### config.mk
export PLATFORM = sky130hd
export DESIGN_NAME = adts_frame_sync_and_duration_core
export DESIGN_NICKNAME = d
export VERILOG_FILES = /design/src/hw/rtl/afs_pkg.sv /design/src/hw/rtl/afs_queue.sv /design/src/hw/rtl/afs_div.sv /design/src/hw/rtl/afs_engine.sv /design/src/hw/rtl/adts_frame_sync_and_duration_core.sv
export SDC_FILE = /design/constraint.sdc
export NUM_CORES = 1
export LEC_CHECK = 0
export ABC_AREA = 1
export CORE_AREA = 2 2 176 178
export CTS_CLUSTER_SIZE = 8
export DETAILED_ROUTE_END_ITERATION = 8
export DIE_AREA = 0 0 178 180
export DONT_BUFFER_PORTS = 1
export PLACE_DENSITY = 0.82
export SLEW_MARGIN = 20
export SYNTH_ARGS = -nofsm -noshare
export SYNTH_HDL_FRONTEND = slang
export SYNTH_SLANG_ARGS = --single-unit
### constraint.sdc
create_clock -name clock -period 20.5 [get_ports clock]
set_clock_uncertainty 0.15 [all_clocks]
set_input_delay 4.1 -clock clock [delete_from_list [all_inputs] [get_ports clock]]
set_output_delay 4.1 -clock clock [all_outputs]
set_load 0.1 [all_outputs]
### src/hw/rtl/afs_pkg.sv
// Types, codes and the sample rate table of the ADTS frame sync core.
// No dependencies.
package afs_pkg;

   localparam logic KIND_BYTE  = 1'b0;
   localparam logic KIND_FLUSH = 1'b1;

   localparam logic RK_VERDICT = 1'b0;
   localparam logic RK_SUMMARY = 1'b1;

   localparam logic [1:0] CLS_DISCARD = 2'd0;
   localparam logic [1:0] CLS_START   = 2'd1;
   localparam logic [1:0] CLS_BODY    = 2'd2;
   localparam logic [1:0] CLS_END     = 2'd3;

   localparam logic [7:0] SYNC_BYTE  = 8'hFF;
   localparam logic [7:0] SYNC_MASK  = 8'hF6;
   localparam logic [7:0] SYNC_MATCH = 8'hF0;
   localparam int HDR_BYTES = 6;

   localparam int QUEUE_DEPTH = 4;
   localparam int QPTR_W      = 2;
   localparam int QCNT_W      = 3;

   localparam int RATE_W = 17;
   localparam int DUR_W  = 40;
   localparam int FC_W   = 32;

   typedef struct packed {
      logic       kind;
      logic [7:0] byte_value;
   } afs_req_type;

   typedef struct packed {
      logic              result_kind;
      logic [7:0]        out_byte;
      logic [1:0]        byte_class;
      logic              last;
      logic [FC_W-1:0]   frame_count;
      logic [RATE_W-1:0] sample_rate_hz;
      logic [DUR_W-1:0]  duration_ms;
      logic              duration_valid;
      logic              truncated;
   } afs_rsp_type;

   typedef struct packed {
      logic        valid;
      afs_req_type item;
   } afs_head_type;

   function automatic logic [RATE_W-1:0] afs_rate_hz(input logic [3:0] idx);
      logic [RATE_W-1:0] r;
      case (idx)
         4'd0:    r = 17'd96000;
         4'd1:    r = 17'd88200;
         4'd2:    r = 17'd64000;
         4'd3:    r = 17'd48000;
         4'd4:    r = 17'd44100;
         4'd5:    r = 17'd32000;
         4'd6:    r = 17'd24000;
         4'd7:    r = 17'd22050;
         4'd8:    r = 17'd16000;
         4'd9:    r = 17'd12000;
         4'd10:   r = 17'd11025;
         4'd11:   r = 17'd8000;
         4'd12:   r = 17'd7350;
         default: r = '0;
      endcase
      return r;
   endfunction

endpackage

### src/hw/rtl/afs_queue.sv
// Input side: accepts request transfers into a short queue.
// Depends on afs_pkg.
module afs_queue
   import afs_pkg::*;
(
   input  logic         clock,
   input  logic         reset,
   input  logic         req_valid,
   output logic         req_ready,
   input  afs_req_type  req_payload,
   output afs_head_type head,
   input  logic         head_pop
);

   afs_req_type       entry_ff [QUEUE_DEPTH];
   logic [QPTR_W-1:0] wr_ptr_ff, wr_ptr_in;
   logic [QPTR_W-1:0] rd_ptr_ff, rd_ptr_in;
   logic [QCNT_W-1:0] count_ff, count_in;
   logic              push;
   logic              pop;

   assign req_ready  = (count_ff != QCNT_W'(QUEUE_DEPTH));
   assign push       = req_valid && req_ready;
   assign pop        = head_pop && (count_ff != '0);
   assign head.valid = (count_ff != '0);
   assign head.item  = entry_ff[rd_ptr_ff];

   always_comb begin
      wr_ptr_in = push ? wr_ptr_ff + 1'b1 : wr_ptr_ff;
      rd_ptr_in = pop ? rd_ptr_ff + 1'b1 : rd_ptr_ff;
      count_in  = count_ff;
      if (push && !pop) begin
         count_in = count_ff + 1'b1;
      end else if (pop && !push) begin
         count_in = count_ff - 1'b1;
      end
   end

   always_ff @(posedge clock) begin
      if (reset) begin
         wr_ptr_ff <= '0;
         rd_ptr_ff <= '0;
         count_ff  <= '0;
      end else begin
         wr_ptr_ff <= wr_ptr_in;
         rd_ptr_ff <= rd_ptr_in;
         count_ff  <= count_in;
      end
   end

   always_ff @(posedge clock) begin
      if (push) begin
         entry_ff[wr_ptr_ff] <= req_payload;
      end
   end

endmodule

### src/hw/rtl/afs_div.sv
// Restoring divider, one quotient bit per cycle, for the duration.
// Depends on afs_pkg.
module afs_div
   import afs_pkg::*;
#(
   parameter int DW = 52
) (
   input  logic              clock,
   input  logic              reset,
   input  logic              start,
   input  logic [DW-1:0]     dividend,
   input  logic [RATE_W-1:0] divisor,
   output logic              busy,
   output logic [DW-1:0]     quotient
);

   localparam int CNT_W = $clog2(DW + 1);

   logic [DW-1:0]     dvd_ff, dvd_in;
   logic [RATE_W-1:0] dsr_ff, dsr_in;
   logic [RATE_W-1:0] rem_ff, rem_in;
   logic [CNT_W-1:0]  cnt_ff, cnt_in;
   logic              busy_ff, busy_in;
   logic [RATE_W:0]   rem_sh;
   logic [RATE_W:0]   rem_sub;
   logic              fits;

   assign busy     = busy_ff;
   assign quotient = dvd_ff;

   always_comb begin
      rem_sh  = {rem_ff, dvd_ff[DW-1]};
      rem_sub = rem_sh - {1'b0, dsr_ff};
      fits    = (rem_sh >= {1'b0, dsr_ff});
      dvd_in  = dvd_ff;
      dsr_in  = dsr_ff;
      rem_in  = rem_ff;
      cnt_in  = cnt_ff;
      busy_in = busy_ff;
      if (start) begin
         dvd_in  = dividend;
         dsr_in  = divisor;
         rem_in  = '0;
         cnt_in  = CNT_W'(DW);
         busy_in = 1'b1;
      end else if (busy_ff) begin
         dvd_in = {dvd_ff[DW-2:0], fits};
         rem_in = fits ? rem_sub[RATE_W-1:0] : rem_sh[RATE_W-1:0];
         cnt_in = cnt_ff - 1'b1;
         if (cnt_ff == CNT_W'(1)) begin
            busy_in = 1'b0;
         end
      end
   end

   always_ff @(posedge clock) begin
      if (reset) begin
         busy_ff <= 1'b0;
         cnt_ff  <= '0;
      end else begin
         busy_ff <= busy_in;
         cnt_ff  <= cnt_in;
      end
   end

   always_ff @(posedge clock) begin
      dvd_ff <= dvd_in;
      dsr_ff <= dsr_in;
      rem_ff <= rem_in;
   end

endmodule

### src/hw/rtl/afs_engine.sv
// Back end: lookahead window, byte verdicts, drain and summary sequencing.
// Depends on afs_pkg and afs_div.
module afs_engine
   import afs_pkg::*;
#(
   parameter int WINDOW_BYTES = 6,
   parameter int COUNT_WIDTH  = 32
) (
   input  logic         clock,
   input  logic         reset,
   input  afs_head_type head,
   output logic         head_pop,
   output logic         rsp_valid,
   input  logic         rsp_ready,
   output afs_rsp_type  rsp_payload
);

   localparam int W      = WINDOW_BYTES;
   localparam int FILL_W = $clog2(W + 1);
   localparam int IDX_W  = $clog2(W);
   localparam int DW     = COUNT_WIDTH + 20;
   localparam int QX     = (DW > DUR_W) ? DW : DUR_W;
   localparam int FX     = (COUNT_WIDTH > FC_W) ? COUNT_WIDTH : FC_W;

   localparam logic [1:0] ST_RUN   = 2'd0;
   localparam logic [1:0] ST_DRAIN = 2'd1;
   localparam logic [1:0] ST_DIV   = 2'd2;
   localparam logic [1:0] ST_SUM   = 2'd3;

   logic [1:0]             state_ff, state_in;
   logic [7:0]             win_ff [W];
   logic [7:0]             win_in [W];
   logic [FILL_W-1:0]      fill_ff, fill_in;
   logic                   in_frame_ff, in_frame_in;
   logic [12:0]            left_ff, left_in;
   logic [COUNT_WIDTH-1:0] frames_ff, frames_in;
   logic [3:0]             ridx_ff, ridx_in;
   logic                   rcap_ff, rcap_in;
   logic                   rsp_valid_ff, rsp_valid_in;
   afs_rsp_type            rsp_ff, rsp_in;

   logic [7:0]             jw [W];
   logic                   ge6;
   logic [12:0]            hlen;
   logic                   hdr;
   logic [12:0]            left_dec;
   logic [1:0]             j_cls;
   logic                   j_in_frame;
   logic [12:0]            j_left;
   logic [COUNT_WIDTH-1:0] j_frames;
   logic [3:0]             j_ridx;
   logic                   j_rcap;
   logic                   out_free;

   logic [RATE_W-1:0]      rate;
   logic                   dv;
   logic [DW-1:0]          fext;
   logic [DW-1:0]          dividend;
   logic                   div_start;
   logic                   div_busy;
   logic [DW-1:0]          quot;
   logic [QX-1:0]          quot_ext;
   logic [FX-1:0]          frames_ext;

   assign out_free    = !rsp_valid_ff || rsp_ready;
   assign rsp_valid   = rsp_valid_ff;
   assign rsp_payload = rsp_ff;

   // judge the oldest byte of the working window
   always_comb begin
      for (int i = 0; i < W; i++) begin
         jw[i] = win_ff[i];
      end
      if (state_ff == ST_RUN) begin
         jw[W-1] = head.item.byte_value;
      end
      ge6  = (state_ff == ST_RUN) || (fill_ff >= FILL_W'(HDR_BYTES));
      hlen = {jw[3][1:0], jw[4], jw[5][7:5]};
      hdr  = ge6 && (jw[0] == SYNC_BYTE) && ((jw[1] & SYNC_MASK) == SYNC_MATCH)
             && (hlen != '0);
      left_dec   = left_ff - 1'b1;
      j_cls      = CLS_DISCARD;
      j_in_frame = in_frame_ff;
      j_left     = left_ff;
      j_frames   = frames_ff;
      j_ridx     = ridx_ff;
      j_rcap     = rcap_ff;
      if (in_frame_ff) begin
         j_left = left_dec;
         j_cls  = (left_dec == '0) ? CLS_END : CLS_BODY;
      end else if (hdr) begin
         j_cls = CLS_START;
         if (!rcap_ff) begin
            j_ridx = jw[2][5:2];
         end
         j_in_frame = 1'b1;
         j_left     = hlen - 1'b1;
      end
      if ((in_frame_ff && left_dec == '0) || (!in_frame_ff && hdr && hlen == 13'd1)) begin
         if (frames_ff != '1) begin
            j_frames = frames_ff + 1'b1;
         end
         j_rcap     = 1'b1;
         j_in_frame = 1'b0;
         j_left     = '0;
      end
   end

   // summary terms
   always_comb begin
      rate     = rcap_ff ? afs_rate_hz(ridx_ff) : '0;
      dv       = (frames_ff != '0) && (rate != '0);
      fext     = DW'(frames_ff);
      dividend = ((fext << 7) - (fext << 2) + fext) << 13;
      quot_ext = QX'(quot);
      frames_ext = FX'(frames_ff);
   end

   always_comb begin
      state_in     = state_ff;
      fill_in      = fill_ff;
      in_frame_in  = in_frame_ff;
      left_in      = left_ff;
      frames_in    = frames_ff;
      ridx_in      = ridx_ff;
      rcap_in      = rcap_ff;
      rsp_valid_in = rsp_valid_ff && !rsp_ready;
      rsp_in       = rsp_ff;
      head_pop     = 1'b0;
      div_start    = 1'b0;
      for (int i = 0; i < W; i++) begin
         win_in[i] = win_ff[i];
      end
      unique case (state_ff)
         ST_RUN: begin
            if (head.valid) begin
               if (head.item.kind == KIND_FLUSH) begin
                  head_pop = 1'b1;
                  state_in = ST_DRAIN;
               end else if (fill_ff != FILL_W'(W - 1)) begin
                  head_pop = 1'b1;
                  win_in[fill_ff[IDX_W-1:0]] = head.item.byte_value;
                  fill_in = fill_ff + 1'b1;
               end else if (out_free) begin
                  head_pop    = 1'b1;
                  in_frame_in = j_in_frame;
                  left_in     = j_left;
                  frames_in   = j_frames;
                  ridx_in     = j_ridx;
                  rcap_in     = j_rcap;
                  for (int i = 0; i < W - 1; i++) begin
                     win_in[i] = jw[i+1];
                  end
                  win_in[W-1]       = '0;
                  rsp_valid_in      = 1'b1;
                  rsp_in            = '0;
                  rsp_in.result_kind = RK_VERDICT;
                  rsp_in.out_byte   = jw[0];
                  rsp_in.byte_class = j_cls;
                  rsp_in.last       = 1'b1;
               end
            end
         end
         ST_DRAIN: begin
            if (fill_ff == '0) begin
               if (dv) begin
                  div_start = 1'b1;
                  state_in  = ST_DIV;
               end else begin
                  state_in = ST_SUM;
               end
            end else if (out_free) begin
               in_frame_in = j_in_frame;
               left_in     = j_left;
               frames_in   = j_frames;
               ridx_in     = j_ridx;
               rcap_in     = j_rcap;
               fill_in     = fill_ff - 1'b1;
               for (int i = 0; i < W - 1; i++) begin
                  win_in[i] = jw[i+1];
               end
               win_in[W-1]        = '0;
               rsp_valid_in       = 1'b1;
               rsp_in             = '0;
               rsp_in.result_kind = RK_VERDICT;
               rsp_in.out_byte    = jw[0];
               rsp_in.byte_class  = j_cls;
               rsp_in.last        = 1'b0;
            end
         end
         ST_DIV: begin
            if (!div_busy) begin
               state_in = ST_SUM;
            end
         end
         ST_SUM: begin
            if (out_free) begin
               rsp_valid_in       = 1'b1;
               rsp_in             = '0;
               rsp_in.result_kind = RK_SUMMARY;
               rsp_in.last        = 1'b1;
               rsp_in.frame_count = (frames_ext > FX'(32'hFFFF_FFFF)) ? '1
                                    : frames_ext[FC_W-1:0];
               rsp_in.sample_rate_hz = rate;
               rsp_in.duration_valid = dv;
               rsp_in.truncated      = in_frame_ff;
               if (dv) begin
                  rsp_in.duration_ms = (quot_ext > QX'(40'hFF_FFFF_FFFF)) ? '1
                                       : quot_ext[DUR_W-1:0];
               end
               fill_in     = '0;
               in_frame_in = 1'b0;
               left_in     = '0;
               frames_in   = '0;
               ridx_in     = '0;
               rcap_in     = 1'b0;
               state_in    = ST_RUN;
            end
         end
         default: begin
            state_in = ST_RUN;
         end
      endcase
   end

   always_ff @(posedge clock) begin
      if (reset) begin
         state_ff     <= ST_RUN;
         fill_ff      <= '0;
         in_frame_ff  <= 1'b0;
         left_ff      <= '0;
         frames_ff    <= '0;
         ridx_ff      <= '0;
         rcap_ff      <= 1'b0;
         rsp_valid_ff <= 1'b0;
      end else begin
         state_ff     <= state_in;
         fill_ff      <= fill_in;
         in_frame_ff  <= in_frame_in;
         left_ff      <= left_in;
         frames_ff    <= frames_in;
         ridx_ff      <= ridx_in;
         rcap_ff      <= rcap_in;
         rsp_valid_ff <= rsp_valid_in;
      end
   end

   always_ff @(posedge clock) begin
      rsp_ff <= rsp_in;
      for (int i = 0; i < W; i++) begin
         win_ff[i] <= win_in[i];
      end
   end

   afs_div #(
      .DW (DW)
   ) u_afs_div (
      .clock    (clock),
      .reset    (reset),
      .start    (div_start),
      .dividend (dividend),
      .divisor  (rate),
      .busy     (div_busy),
      .quotient (quot)
   );

endmodule

### src/hw/rtl/adts_frame_sync_and_duration_core.sv
// Verdicts: a byte is held in the queue register; the verdict it causes is registered.
// Throughput: one stream byte per cycle from the single judge step, unless stalled.
// End of stream: drain verdicts for the up to WINDOW_BYTES-1 window bytes, a setup step,
// the divide when a duration is valid, then the summary.
// Reset: synchronous, active high; clears queue, window level, frame state, rsp_valid.
module adts_frame_sync_and_duration_core
   import afs_pkg::*;
#(
   parameter int WINDOW_BYTES = 6,
   parameter int COUNT_WIDTH  = 32
) (
   input  logic        clock,
   input  logic        reset,
   input  logic        req_valid,
   output logic        req_ready,
   input  afs_req_type req_payload,
   output logic        rsp_valid,
   input  logic        rsp_ready,
   output afs_rsp_type rsp_payload
);

   afs_head_type head;
   logic         head_pop;

   afs_queue u_afs_queue (
      .clock       (clock),
      .reset       (reset),
      .req_valid   (req_valid),
      .req_ready   (req_ready),
      .req_payload (req_payload),
      .head        (head),
      .head_pop    (head_pop)
   );

   afs_engine #(
      .WINDOW_BYTES (WINDOW_BYTES),
      .COUNT_WIDTH  (COUNT_WIDTH)
   ) u_afs_engine (
      .clock       (clock),
      .reset       (reset),
      .head        (head),
      .head_pop    (head_pop),
      .rsp_valid   (rsp_valid),
      .rsp_ready   (rsp_ready),
      .rsp_payload (rsp_payload)
   );

endmodule

==> impl_results.md <==
* I/O pins at 118
* EDFF count, synth at 243
* Vias per std cell at 5.99
* #FFs+latches synth at 363
* Seq/Total Area, Yosys at 46.4%
* Fmax at 0.157 GHz
* Status: completed
* Area Growth Syn to Fin at 8.34%
* Initial drt markers at 1726
* Kind of critical path: in -> reg
* Share of layout cells above drive strength 1 at 5.33%
* Fraction of the cycle the final worst path needs at 31.1%
* Residual DRC at 0
* Global route total overflow at 0
* Slowest stage delay, CP at 0.47 ns
* Final Non-Filler Cells at 2909
* Die H at 180 um
* Resized Gates After CTS at 0
* Core area at 30200 um2
* Final setup fails at 0
* Placed insts at 2816
* Final WL at 54300 um
* Antenna-violating nets left at 0
* Setup crit start kind: input pin
* Tot GR Track Use at 33.9%
* Hold Path Class: reg -> reg
* CP Capture Type: register
* # Post-CTS Setup Buffers at 0
* Final net count at 2605
* Critical Path Fanout Max at 56
* DR pass1 iterations at 6
* Syn Nets at 2629
* Final Hold Viols at 0
* Post-CTS Hold Fix Bufs at 0
* Critical Path, Cell by Cell: nor2_4 > buf_4 > nand2_1 > nand2_1 > nor2_2 > nand3_2 > inv_2 > nand2_2 > nand2_1 > inv_2 > nand3_2 > inv_2 > ha_1 > inv_1 > nand2_1 > nand2_1 > nand2_1 > nand2_1 > nand2_1
* Fillers at 2133
* Period minus WS final at 6.38 ns
* Slew at the pin closest to its max-slew limit at 1.10 ns
* Setup_tns at 0 ns
* Synth Area per Inst at 8.37 um2
* Fraction of registers with async set/reset at 0%
* Clk Latency, worst-skew pair at 0.59 ns
* Root Buffer: clkbuf_16
* Max Slew Vio Count at 0
* RSZ-0062 raised after global routing: no
* Largest net degree at the start of global routing at 71
* TritonCTS sink count at 363
* First-pass GRT wire length at 87000 um
* Multi-input gate area at 9410 um2
* Unique masters post-synth at 55
* Vias in the first global route at 16700
* Crit path arrival time at 6.76 ns
* Post-DR wirelength/cell at 18.7 um
* Crit-path most repeated cell: nand2_1
* Synth Instances at 2498
* CTS clk-pin slew, worst paths at 0.06 ns
* Total CTS buffers at 52
* # port buffers at 0
* Max clock buf depth at 3
* Die footprint at 32000 um2
* Initial core utilization at 69.3%
* H-Tree Depth at 2
* Data required, critical path at 20.88 ns
* Leakage at 10.1 nW
* Mapped cell area at 20900 um2
* Hpwl dp at 38500 um
* Row cnt at 64
* Warnings from Yosys at 0
* Die Wd at 178 um
* Initial antenna violation count at 0
* Max_cap viols at 0
* CTS tree: yes
* Vias at 17400
* Slowest stage cell, crit path: buf_4
* N_diodes at 0
* Slew Limit Headroom at 26.3%
* Register Area at 9700 um2
* Final GP Congestion at 0.963
* Worst vdd ir at 167 uV
* Pwr/cell area at 140 nW/um2
* Main synth FF type: edfxtp_1
state kept, by name (all words and copies together), names as in the netlist, named ones only:
signal,count
u_afs_queue.entry_ff,36
u_afs_queue.count_ff,3
u_afs_engine.fill_ff,3
u_afs_engine.state_ff,2
u_afs_queue.wr_ptr_ff,2
u_afs_engine.rsp_valid,1
u_afs_engine.ridx_ff,4
u_afs_engine.win_ff,48
u_afs_engine.u_afs_div.rem_ff,17
u_afs_engine.frames_ext,32
u_afs_engine.rcap_ff,1
u_afs_engine.rsp_payload,103
u_afs_engine.left_ff,13
u_afs_queue.rd_ptr_ff,2
u_afs_engine.u_afs_div.quotient,52
u_afs_engine.u_afs_div.busy,1
u_afs_engine.u_afs_div.cnt_ff,6
u_afs_engine.in_frame_ff,1
u_afs_engine.u_afs_div.dsr_ff,17
power breakdown:
part | switching, mW | internal [mW]
logic | 0.425 | 0.150
clock network | 0.320 | 0.491
registers | 0.785 | 1.00
layout make-up:
| class | count | area share (%) |
|---|---|---|
| clock buffers | 89 | 6.59 |
| clock inverters | 4 | 0.309 |
| inverters | 377 | 6.27 |
| multi-input cells | 1671 | 41.5 |
| flip-flops and latches | 363 | 42.8 |
| well taps | 396 | 2.19 |
| repair buffers | 9 | 0.298 |
cells by family (layout without fill, tap and decap cells):
family                     count (synthesis)  after routing  share of synthesized area (%)
xor gates and xnor gates                  67             67                           2.81
adders and majority gates                118            118                           8.07
AOI/OAI and AO/OA                        483            483                           13.1
and+or+nand+nor                         1003           1003                           20.9
buffers and inverters                    464            479                           8.75
DFF                                      363            363                           46.4
worst paths after layout:
kind | cells past startpoint | slack (ns) | endpoint | startpoint
setup / recovery | 19 | 14.12 | register | rsp_ready
hold reg to reg | 2 | 0.33 | u_afs_engine.u_afs_div.rem_ff[1] | u_afs_engine.u_afs_div.rem_ff[1]
hold / removal | 2 | 0.33 | u_afs_engine.u_afs_div.rem_ff[1] | u_afs_engine.u_afs_div.rem_ff[1]
setup reg to reg | 13 | 16.22 | u_afs_engine.u_afs_div.quotient[48] | u_afs_engine.frames_ext[28]
placed cells by master (no fill, tap or decap), types with 4 or more instances in the layout:
master / instances
nand2_2: 7
inv_1: 356
a211oi_1: 9
a31oi_1: 11
ha_1: 89
nand3_4: 4
nor2_2: 6
buf_4: 9
a21oi_1: 192
o32ai_1: 12
inv_2: 17
clkbuf_1: 34
nor4_1: 19
a32o_1: 5
nand2_4: 4
o211ai_1: 8
xnor2_1: 20
o221ai_1: 4
o22ai_1: 42
a22oi_1: 13
edfxtp_1: 243
a21o_1: 7
xor2_1: 47
o21ai_0: 153
nor2_1: 274
nand4_1: 61
o21ai_1: 4
nor3_1: 37
nor2_4: 5
nand2_1: 489
o21a_1: 5
o21bai_1: 4
clkbuf_16: 54
fa_1: 28
dfxtp_1: 120
nand3_1: 72
nand3_2: 11
cell usage after synthesis, drive strengths merged, types with 19 or more instances:
master / count / share of area (%)
a21oi: 192 / 4.6
buf: 22 / 0.80
clkbuf: 65 / 1.2
dfxtp: 120 / 11
edfxtp: 243 / 35
fa: 28 / 2.7
ha: 90 / 5.4
inv: 375 / 6.8
nand2: 500 / 9.2
nand3: 87 / 2.6
nand4: 61 / 1.8
nor2: 285 / 5.3
nor3: 41 / 1.1
nor4: 19 / 0.57
o21ai: 159 / 3.8
o22ai: 42 / 1.3
xnor2: 20 / 0.84
xor2: 47 / 2.0
worst max-delay path, delay by kind of cell:
| kind | cells | cell delay (ns) |
|---|---|---|
| adder cells (fa/ha/maj) | 1 | 0.26 |
| buffers and inverters | 5 | 1.11 |
| AND/OR/NAND/NOR | 13 | 1.27 |
through the flow:
step	setup slack, ns	utilization (%)	power, mW	instance area, um2	hold slack (ns)
2_1_floorplan	11.05	-	2.23	20900	0.280
3_3_place_gp	13.63	69.8	2.33	21100	0.292
3_5_place_dp	13.59	69.8	2.36	21100	0.321
4_1_cts	14.18	75.0	3.17	22600	0.332
5_1_grt	13.84	75.0	3.28	22700	0.345
6_report	14.12	75.0	3.17	22700	0.332
per-layer routing:
metal  GRT usage [%]  routed length, um  up-vias
met3            4.99               3830      143
met2            54.8              25600      793
met1            46.9              23100     8147
li1                -                  -     8339
met5               0                  0        -
met4            11.1               1720        0
Power figures use the tool's default switching activity.
